<file path="src/rtl/core/akf_pkg.sv">
// akf_pkg: shared types and constants for the angle kalman filter
// no dependencies
package akf_pkg;
  localparam int unsigned DataW = 32;
  localparam int unsigned NoiseW = 31;
  localparam int unsigned DtW = 24;
  localparam int unsigned FracBits = 24;
  localparam int unsigned AddrW = 4;
  localparam logic [NoiseW-1:0] AngleNoiseReset = 31'd16777;
  localparam logic [NoiseW-1:0] BiasNoiseReset = 31'd50332;
  localparam logic [NoiseW-1:0] MeasureNoiseReset = 31'd503316;
  localparam logic [AddrW-1:0] RegAngleNoise = 4'h0;
  localparam logic [AddrW-1:0] RegBiasNoise = 4'h4;
  localparam logic [AddrW-1:0] RegMeasureNoise = 4'h8;

  typedef logic signed [63:0] wide_t;

  function automatic logic signed [31:0] sat32(input logic signed [65:0] v);
    if (v > 66'sd2147483647) return 32'sh7fffffff;
    else if (v < -66'sd2147483648) return 32'sh80000000;
    else return v[31:0];
  endfunction

  // product rescaled by 2^-24, round half up (floor after bias)
  function automatic logic signed [65:0] rescale(input logic signed [65:0] p);
    logic signed [65:0] b;
    b = p + 66'sd8388608;
    return b >>> FracBits;
  endfunction
endpackage

</file>
<file path="src/rtl/core/akf_div.sv">
// akf_div: radix-2 restoring divider, signed, truncate toward zero
// depends on akf_pkg
module akf_div (
  input  logic clk,
  input  logic rst,
  input  logic start,
  input  logic signed [63:0] num,
  input  logic signed [63:0] den,
  output logic done,
  output logic signed [63:0] quo
);
  import akf_pkg::*;
  logic [63:0] n_mag, d_mag, q, r;
  logic [6:0] cnt;
  logic busy, neg;
  logic [64:0] r_sh;

  assign r_sh = {r, q[63]};

  always_ff @(posedge clk) begin
    if (rst) begin
      busy <= 1'b0;
      done <= 1'b0;
      cnt <= '0;
    end else begin
      done <= 1'b0;
      if (start) begin
        busy <= 1'b1;
        cnt <= 7'd64;
        q <= num[63] ? -num : num;
        r <= '0;
        d_mag <= den[63] ? -den : den;
        neg <= num[63] ^ den[63];
      end else if (busy) begin
        if (r_sh >= {1'b0, d_mag}) begin
          r <= 64'(r_sh - {1'b0, d_mag});
          q <= {q[62:0], 1'b1};
        end else begin
          r <= r_sh[63:0];
          q <= {q[62:0], 1'b0};
        end
        cnt <= cnt - 7'd1;
        if (cnt == 7'd1) begin
          busy <= 1'b0;
          done <= 1'b1;
        end
      end
    end
  end
  assign n_mag = q;
  assign quo = neg ? -n_mag : n_mag;
endmodule

</file>
<file path="config.mk">
export PLATFORM = sky130hd
export DESIGN_NAME = akf_div
export DESIGN_NICKNAME = d
export VERILOG_FILES = /design/src/rtl/core/akf_pkg.sv /design/src/rtl/core/akf_div.sv
export SDC_FILE = /design/constraint.sdc
export NUM_CORES = 1
export LEC_CHECK = 0
export BUFFER_PORTS_ARGS = -buffer_cell sky130_fd_sc_hd__buf_2
export CAP_MARGIN = 15
export CORE_AREA = 2 2 214 216
export CTS_BUF_LIST = sky130_fd_sc_hd__clkbuf_4 sky130_fd_sc_hd__clkbuf_8
export CTS_CLUSTER_SIZE = 14
export DETAILED_ROUTE_END_ITERATION = 16
export DIE_AREA = 0 0 216 218
export PLACE_DENSITY_LB_ADDON = 0.1
export SYNTH_ARGS = -nofsm -noshare
export SYNTH_HDL_FRONTEND = slang
export SYNTH_SLANG_ARGS = --single-unit
</file>
<file path="constraint.sdc">
create_clock -name clk -period 9.7 [get_ports clk]
set_input_delay 0.97 -clock clk [delete_from_list [all_inputs] [get_ports clk]]
set_output_delay 0.97 -clock clk [all_outputs]
set_load 0.02 [all_outputs]
</file>
# == Word level (Yosys, flattened, before mapping) ==
# Cells that the tools add are included.
# totals
reg_bits,202
output_inout_bits,65
word_cells,38
# classes
addsub,5
order_cmp,1
eq_ne,1
n_mux,14
n_bitwise,3
n_reduce_logical,5
# ops
op,count
2-to-1 mux 64 bit,6
negator 64 bit,3
greater-or-equal comparator 65 x 64 -> 1 bit,1
subtractor 64 bit,1
2-to-1 mux 63 bit,1
2-to-1 mux 7 bit,2
"== test 7 x 1 -> 1 bit, second input constant",1
"subtractor 7 x 1 -> 7 bit, second input constant",1
2-to-1 mux 1 bit,5
AND reduction 2 bit,2
OR reduction 3 bit,1
NOT 1 bit,2
nonzero test 2 bit,1
OR reduction 2 bit,1
XOR 1 bit,1

# == Depth between registers and ports, before layout ==
# Gate-level depths: netlist (run 1).
# depth
depth_word,4
ltp_mapped,16
ltp_nobuf,14

# == Least setup slack after synthesis (run 1) ==
# OpenSTA, ideal clock, no wires.
# synth_path
path_kind,input to register
from,input port start
to,"register q[0] (netlist: n_mag[0]), enable pin"
arrival_time_ps,6954
t_required_ps,9082
path_slack_ps,2128
path_stages,4
path_buffers,2
path_cell_list,clkbuf_1 > buf_1 > nor2_1 > nor2_1
# synth_between
elab_chain_cells,2
# synth_rtl
item,line,text
"start, declared",akf_div.sv:6,"input logic start,"
nonzero test 2 bit (no source line),-,
AND reduction 2 bit (no source line),-,
"end signal, assigned",akf_div.sv:30,q <= num[63] ? -num : num;
"end signal, assigned",akf_div.sv:37,"q <= {q[62:0], 1'b1};"
"end signal, assigned",akf_div.sv:40,"q <= {q[62:0], 1'b0};"
"end, declared",akf_div.sv:13,"logic [63:0] n_mag, d_mag, q, r;"
# Every way passes these cells.
# A chain may end at the register's enable or synchronous reset.

# == Worst setup path in the final report (run 1) ==
# layout_path
from,register q[12] (netlist: n_mag[12])
to,output port quo[35]
# layout_between
elab_chain_cells,2
# layout_rtl
item,line,text
negator 64 bit,akf_div.sv:51,assign quo = neg ? -n_mag : n_mag;
2-to-1 mux 64 bit,akf_div.sv:51,
"end, declared",akf_div.sv:10,output logic signed [63:0] quo
# Every way passes these cells.

==> results of run 1 <==
==> final cells by class <==
type                       instances  share of cell area [%]
clock buffer                      51                    3.58
timing repair buffer             204                    5.94
tap                              600                    4.20
multi-input combinational       1360                    49.7
clock inverter                    24                    1.04
sequential                       202                    33.4
inverter                         101                    2.12
==> how the worst min path moves through the flow <==
stage | endpoint | slack [ps] | depth (start not counted)
finish | cnt[1] | 510 | 2
global route | cnt[1] | 540 | 2
CTS | cnt[1] | 510 | 2
detailed placement | cnt[1] | 500 | 2
global placement | cnt[1] | 490 | 2
floorplan | cnt[1] | 470 | 2
==> Yosys cell counts (all sizes together), types with 27 or more instances <==
| master | instances | area share (%) |
|---|---|---|
| a21o | 34 | 1.6 |
| a21oi | 179 | 5.8 |
| clkbuf | 84 | 2.0 |
| edfxtp | 193 | 37 |
| ha | 69 | 5.5 |
| inv | 101 | 2.4 |
| nand2 | 151 | 3.7 |
| nand4 | 32 | 1.3 |
| nor2 | 185 | 4.5 |
| nor3 | 27 | 0.87 |
| o21ai | 105 | 3.4 |
| o31ai | 56 | 2.7 |
| o41ai | 28 | 1.6 |
| or3 | 37 | 1.6 |
| xnor2 | 164 | 9.2 |
| xor2 | 86 | 4.8 |
==> metrics by stage <==
step           cell area [sq um]  hold slack [ps]  power [W]
2_1_floorplan              15600              469    0.00184
3_3_place_gp               17000              486    0.00210
3_5_place_dp               17000              502    0.00211
4_1_cts                    17900              512    0.00305
5_1_grt                    17900              536    0.00321
6_report                   17900              513    0.00301
==> power groups by stage <==
| stage | sequential, W | clock [W] | combinational, W |
|---|---|---|---|
| 2_1_floorplan | 0.00112 | 0 | 0.000715 |
| 3_3_place_gp | 0.00113 | 0 | 0.000973 |
| 3_5_place_dp | 0.00113 | 0 | 0.000974 |
| 4_1_cts | 0.00112 | 0.000959 | 0.000980 |
| 5_1_grt | 0.00113 | 0.000989 | 0.00109 |
| 6_report | 0.00112 | 0.000918 | 0.000978 |
==> registers in the layout, indices dropped and copies added, names as in the netlist <==
register / cells
r: 64
cnt: 7
busy: 1
neg: 1
done: 1
d_mag: 64
n_mag: 64
==> critical path, cell delays in order, from the launching register on <==
cell,delay (ps)
edfxtp_1,430
or4_1,600
nor4_1,710
nand4_1,410
inv_1,130
nand3_1,130
or4_1,530
o41ai_1,340
xnor2_1,220
buf_2,230
==> routing by layer <==
metal | up-vias | track usage, %
met2 | 337 | 29.0
met5 | - | 0
met4 | 0 | 5.73
met1 | 6258 | 25.6
met3 | 54 | 3.05
li1 | 6661 | -
==> logic make-up after synthesis <==
family / synth area share, %
muxes: 1.58
DFF: 38.4
buffers and inverters: 4.63
xor gates and xnor gates: 14.1
AOI/OAI and AO/OA: 19.0
adders and majority gates: 5.68
and+or+nand+nor: 16.6
==> layout by cell type, fill, tap and decap left out, types with 8 or more instances in the layout <==
cell type | synthesis | routed
a21o_1 | 34 | 34
a21oi_1 | 179 | 179
a31oi_1 | 8 | 8
buf_2 | 0 | 194
buf_4 | 1 | 8
clkbuf_4 | 0 | 10
clkbuf_8 | 0 | 41
clkinv_1 | 0 | 11
clkinv_2 | 0 | 8
dfxtp_1 | 9 | 9
edfxtp_1 | 193 | 193
ha_1 | 69 | 69
inv_1 | 99 | 99
mux2_2 | 13 | 13
mux2i_1 | 10 | 10
nand2_1 | 150 | 150
nand2b_1 | 17 | 17
nand3_1 | 22 | 22
nand4_1 | 32 | 32
nor2_1 | 185 | 184
nor3_1 | 27 | 27
nor4_1 | 14 | 14
o21a_1 | 13 | 13
o21ai_0 | 104 | 104
o21bai_1 | 11 | 11
o31ai_1 | 56 | 56
o41ai_1 | 27 | 27
or2_2 | 8 | 8
or3_1 | 34 | 34
or4_1 | 21 | 21
xnor2_1 | 164 | 164
xor2_1 | 86 | 86
==> results_dict.tcl, run 1 <==
set metrics [dict create \
    p_switching_w 0.00106 \
    core_area_sq_mm 0.0449 \
    final-setup-viol-count 0 \
    ir_drop_mv 0.0962 \
    fp.dieH_um 218 \
    fmax_ghz 0.189 \
    reg2reg_from "r[3]" \
    wl_per_cell_um 17.2 \
    stdcell_count 2542 \
    detailedRoute.firstIterationViolations 800 \
    diodes 0 \
    combinationalPowerShare_pct 32.5 \
    drive_gt1_share_pct 15.9 \
    root_buffer "clkbuf_8" \
    clk_latency_ps 590 \
    arrival_ps 4310 \
    clockPowerShare_pct 30.5 \
    clock-sinks 202 \
    swShare_pct 35.1 \
    pin_count 196 \
    synth_cells 1753 \
    syn_to_final_growth_pct 14.9 \
    hold_viol 0 \
    synth-edff-count 193 \
    synth.distinct_cells 64 \
    rrSetupSlack_ps 4840 \
    dieArea_sq_mm 0.0471 \
    clk_pin_slew_ps 60 \
    drv_slew 0 \
    final_util_pct 39.8 \
    worst_slack_ps 4420 \
    max-cap-violations 0 \
    worstSetupEndpoint "quo[35]" \
    ant_nets 0 \
    hp-start "cnt[1]" \
    grt_pass1_wl_um 69400 \
    cts_tree "built" \
    io_buffers 195 \
    fin_tns_setup_ps 0 \
    syn_area_per_cell_sq_um 8.88 \
    critPathMaxFanout 6 \
    ys_seq_area_share_pct 38.4 \
    vias 13310 \
    hold_class "flip-flop to flip-flop" \
    place_ws_ps 4190 \
    synth_nets 1954 \
    synthArstFlopShare_pct 0 \
    grt_use_total_pct 18.4 \
    gp_congestion 0.871 \
    ys_seq_elements 202 \
    cts_resized 0 \
    dr.pass1.iters 5 \
    dr_wl_met3_um 2550 \
    drc 0 \
    initial_core_util_pct 34.7 \
    dieWidth_um 216 \
    worst_r2r_endpoint "r[41]" \
    antenna_found_initial 0 \
    crit_type "flip-flop to output pin" \
    grt_setup_unrepaired "no" \
    cts-hold-fix-buffers 0 \
    p_seq_share_pct 37.1 \
    dp_hpwl_um 32400 \
    regArea_sq_mm 0.00598 \
    grt_pass1_vias 12777 \
    finalCritPeriodShare_pct 54.4 \
    internal_power_w 0.00196 \
    p_per_area_mw_per_mm2 168 \
    multi_input_area_sq_mm 0.00889 \
    cp_data_required_time_ps 8730 \
    num_rows 78 \
    syn-cell-area_sq_mm 0.0156 \
    end_kind "output pin" \
    cts_buffer_depth 3 \
    yosys_warnings 0 \
    fill_cells 4664 \
    worstMarginPinSlew_ps 984 \
    htree_levels 2 \
    nNetsFinal 2111 \
    grt_max_degree 109 \
    fin_skew_ps 31.5 \
    startpoint "n_mag[12]" \
    critPathLaunchType "flip-flop" \
    top_layer_used "met4" \
    period_needed_ps 5280 \
    wl_met1_um 20800 \
    wl_um 43700 \
    slew-limit-headroom_pct 34.3 \
    cts_buffers 41 \
    r2r_cells 13 \
    synth-main-ff-cell "edfxtp_1" \
    outcome "finished clean" \
    overflow 0 \
    placedCellCount 2466 \
    vias_per_cell 5.24 \
    power_leakage_nw 6.96 \
    post_cts_buffers 0 \
    wl_met2_um 19400 \
]
Power figures use the tool's default switching activity.
==> inputs of run 2 (changes only) <==
Clock period 9.7 ns to 4.4 ns, I/O delays scaled along.
==> run 2 against run 1 <==
Core utilization grew 0.68 points. Register-to-register slack lost 4400 ps. Clock skew grew 4.8 ps. Clock power grew 110%. Count of clock-buffer cells in the layout is the same. Setup slack lost 4200 ps. Critical path depth grew 2. Via count grew 0.85%. Sequential share of layout area shrank 0.56 points. Power grew 120%. Critical path type unchanged. Highest routed layer unchanged.
==> results_dict.tcl, run 2 (same netlist as run 1, synthesis figures left out) <==
set metrics [dict create \
    outcome "finished clean" \
    critPathMaxFanout 4 \
    r2r_cells 14 \
    path_cells "or3_1, or3_1, nor3_1, buf_4, nand4_1, inv_1, nand3_1, or4_1, o41ai_1, xnor2_1, buf_2" \
    overflow 0 \
    p_total_w 0.00660 \
    htree_levels 2 \
    gp_congestion 0.874 \
    diodes 0 \
    fmax_ghz 0.237 \
    final_common_cell "buf_2" \
    hold_class "primary input to flip-flop" \
    initial_core_util_pct 34.7 \
    internal_power_w 0.00428 \
    drive_gt1_share_pct 17.7 \
    clock-sinks 202 \
    wl_per_cell_um 17.4 \
    dieArea_sq_mm 0.0471 \
    holdPathEnd "d_mag[0]" \
    fp.dieH_um 218 \
    slew-limit-headroom_pct 24.8 \
    vias_per_cell 5.22 \
    worstMarginPinSlew_ps 1130 \
    crit_buf_inv 3 \
    cp_data_required_time_ps 3960 \
    reg2reg_from "r[20]" \
    stdcell_count 2570 \
    drc 0 \
    wl_um 44800 \
    root_buffer "clkbuf_8" \
    p_seq_share_pct 37.4 \
    pin_count 196 \
    grt_setup_unrepaired "yes" \
    io_buffers 195 \
    critPathMaxStageDelay_ps 510 \
    detailedRoute.firstIterationViolations 844 \
    clk_pin_slew_ps 60 \
    swShare_pct 35.2 \
    layout_common_cells "buf_2 (194), edfxtp_1 (193), nor2_1 (184)" \
    crit_top_cell "or3_1" \
    vias 13423 \
    grt_pass1_wl_um 70800 \
    critPathSlowestCell "or4_1" \
    antenna_found_initial 0 \
    clk_latency_ps 600 \
    p_per_area_mw_per_mm2 363 \
    arrival_ps 3780 \
    cts_tree "built" \
    cts-hold-fix-buffers 0 \
    cts_buffer_depth 3 \
    ant_nets 0 \
    num_rows 78 \
    worst_r2r_endpoint "r[54]" \
    final-setup-viol-count 0 \
    period_needed_ps 4220 \
    grt_max_degree 148 \
    combinationalPowerShare_pct 33.6 \
    ir_drop_mv 0.156 \
    syn_to_final_growth_pct 16.9 \
    grt_pass1_vias 13023 \
    final_util_pct 40.5 \
    crit_family "simple AND/OR/NAND/NOR gates" \
    crit_cells 11 \
    grt_use_total_pct 18.8 \
    placedCellCount 2497 \
    postLayoutCellArea_sq_mm 0.0182 \
    end_kind "output pin" \
    core_area_sq_mm 0.0449 \
    p_switching_w 0.00232 \
    finalCritPeriodShare_pct 96.0 \
    crit_type "flip-flop to output pin" \
    hp-start "den[0]" \
    rrSetupSlack_ps 420 \
    hold_depth 1 \
    nNetsFinal 2146 \
    dr.pass1.iters 6 \
    fin_skew_ps 36.3 \
    max-cap-violations 0 \
    cts_buffers 39 \
    clockPowerShare_pct 29.0 \
    postPlaceCellArea_sq_mm 0.0173 \
    dp_hpwl_um 33900 \
    critPathLaunchType "flip-flop" \
    drv_slew 0 \
    power_leakage_nw 7.12 \
    hold_viol 0 \
    dieWidth_um 216 \
]
[run 2: final cells by class]
cell class | instances | area (sq um)
clock buffers | 51 | 633
clock inverters | 15 | 121
fillers | 4555 | 26700
inverters | 101 | 379
multi-input cells | 1360 | 8940
flip-flops and latches | 202 | 5980
well taps | 600 | 751
repair buffers | 241 | 1390
[run 2: through the flow]
| step | setup WS (ps) | hold slack, ps | TNS [ps] |
|---|---|---|---|
| after detailed placement | 23.0 | 498 | 0 |
| after CTS | -7.34 | 16.4 | -9.55 |
| after floorplan | 3.57 | 469 | 0 |
| after global placement | 57.6 | 485 | 0 |
| after global routing | -54.0 | 37.4 | -84.8 |
| final | 177 | 67.7 | 0 |
[run 2: worst max-delay path by stage]
stage               slack, ps      from   endpoint
CTS                        -7  n_mag[5]    quo[56]
detailed placement         20    den[0]  d_mag[61]
global placement           60    den[0]  d_mag[61]
floorplan                   4     start   d_mag[0]
global route              -50  n_mag[5]    quo[35]
finish                    180  n_mag[5]    quo[35]
[run 2: timing repair]
item                                    4_1_cts  5_1_grt
endpoints found under the setup margin        7       15
gates resized for setup                       4       10
buffers inserted                              0        7
[run 2: power groups by stage]
stage          Combinational [W]  Sequential, W  Clock (W)
3_5_place_dp             0.00220        0.00250          0
5_1_grt                  0.00246        0.00249    0.00206
3_3_place_gp             0.00220        0.00250          0
4_1_cts                  0.00221        0.00247    0.00199
2_1_floorplan            0.00158        0.00246          0
6_report                 0.00222        0.00247    0.00191
[run 2: routing by layer]
| metal | up-vias | wire length (um) | track usage (%) |
|---|---|---|---|
| met1 | 6304 | 21600 | 25.9 |
| li1 | 6731 | - | - |
| met4 | 0 | 859 | 5.50 |
| met5 | - | 0 | 0 |
| met2 | 339 | 19900 | 30.1 |
| met3 | 49 | 2440 | 3.21 |
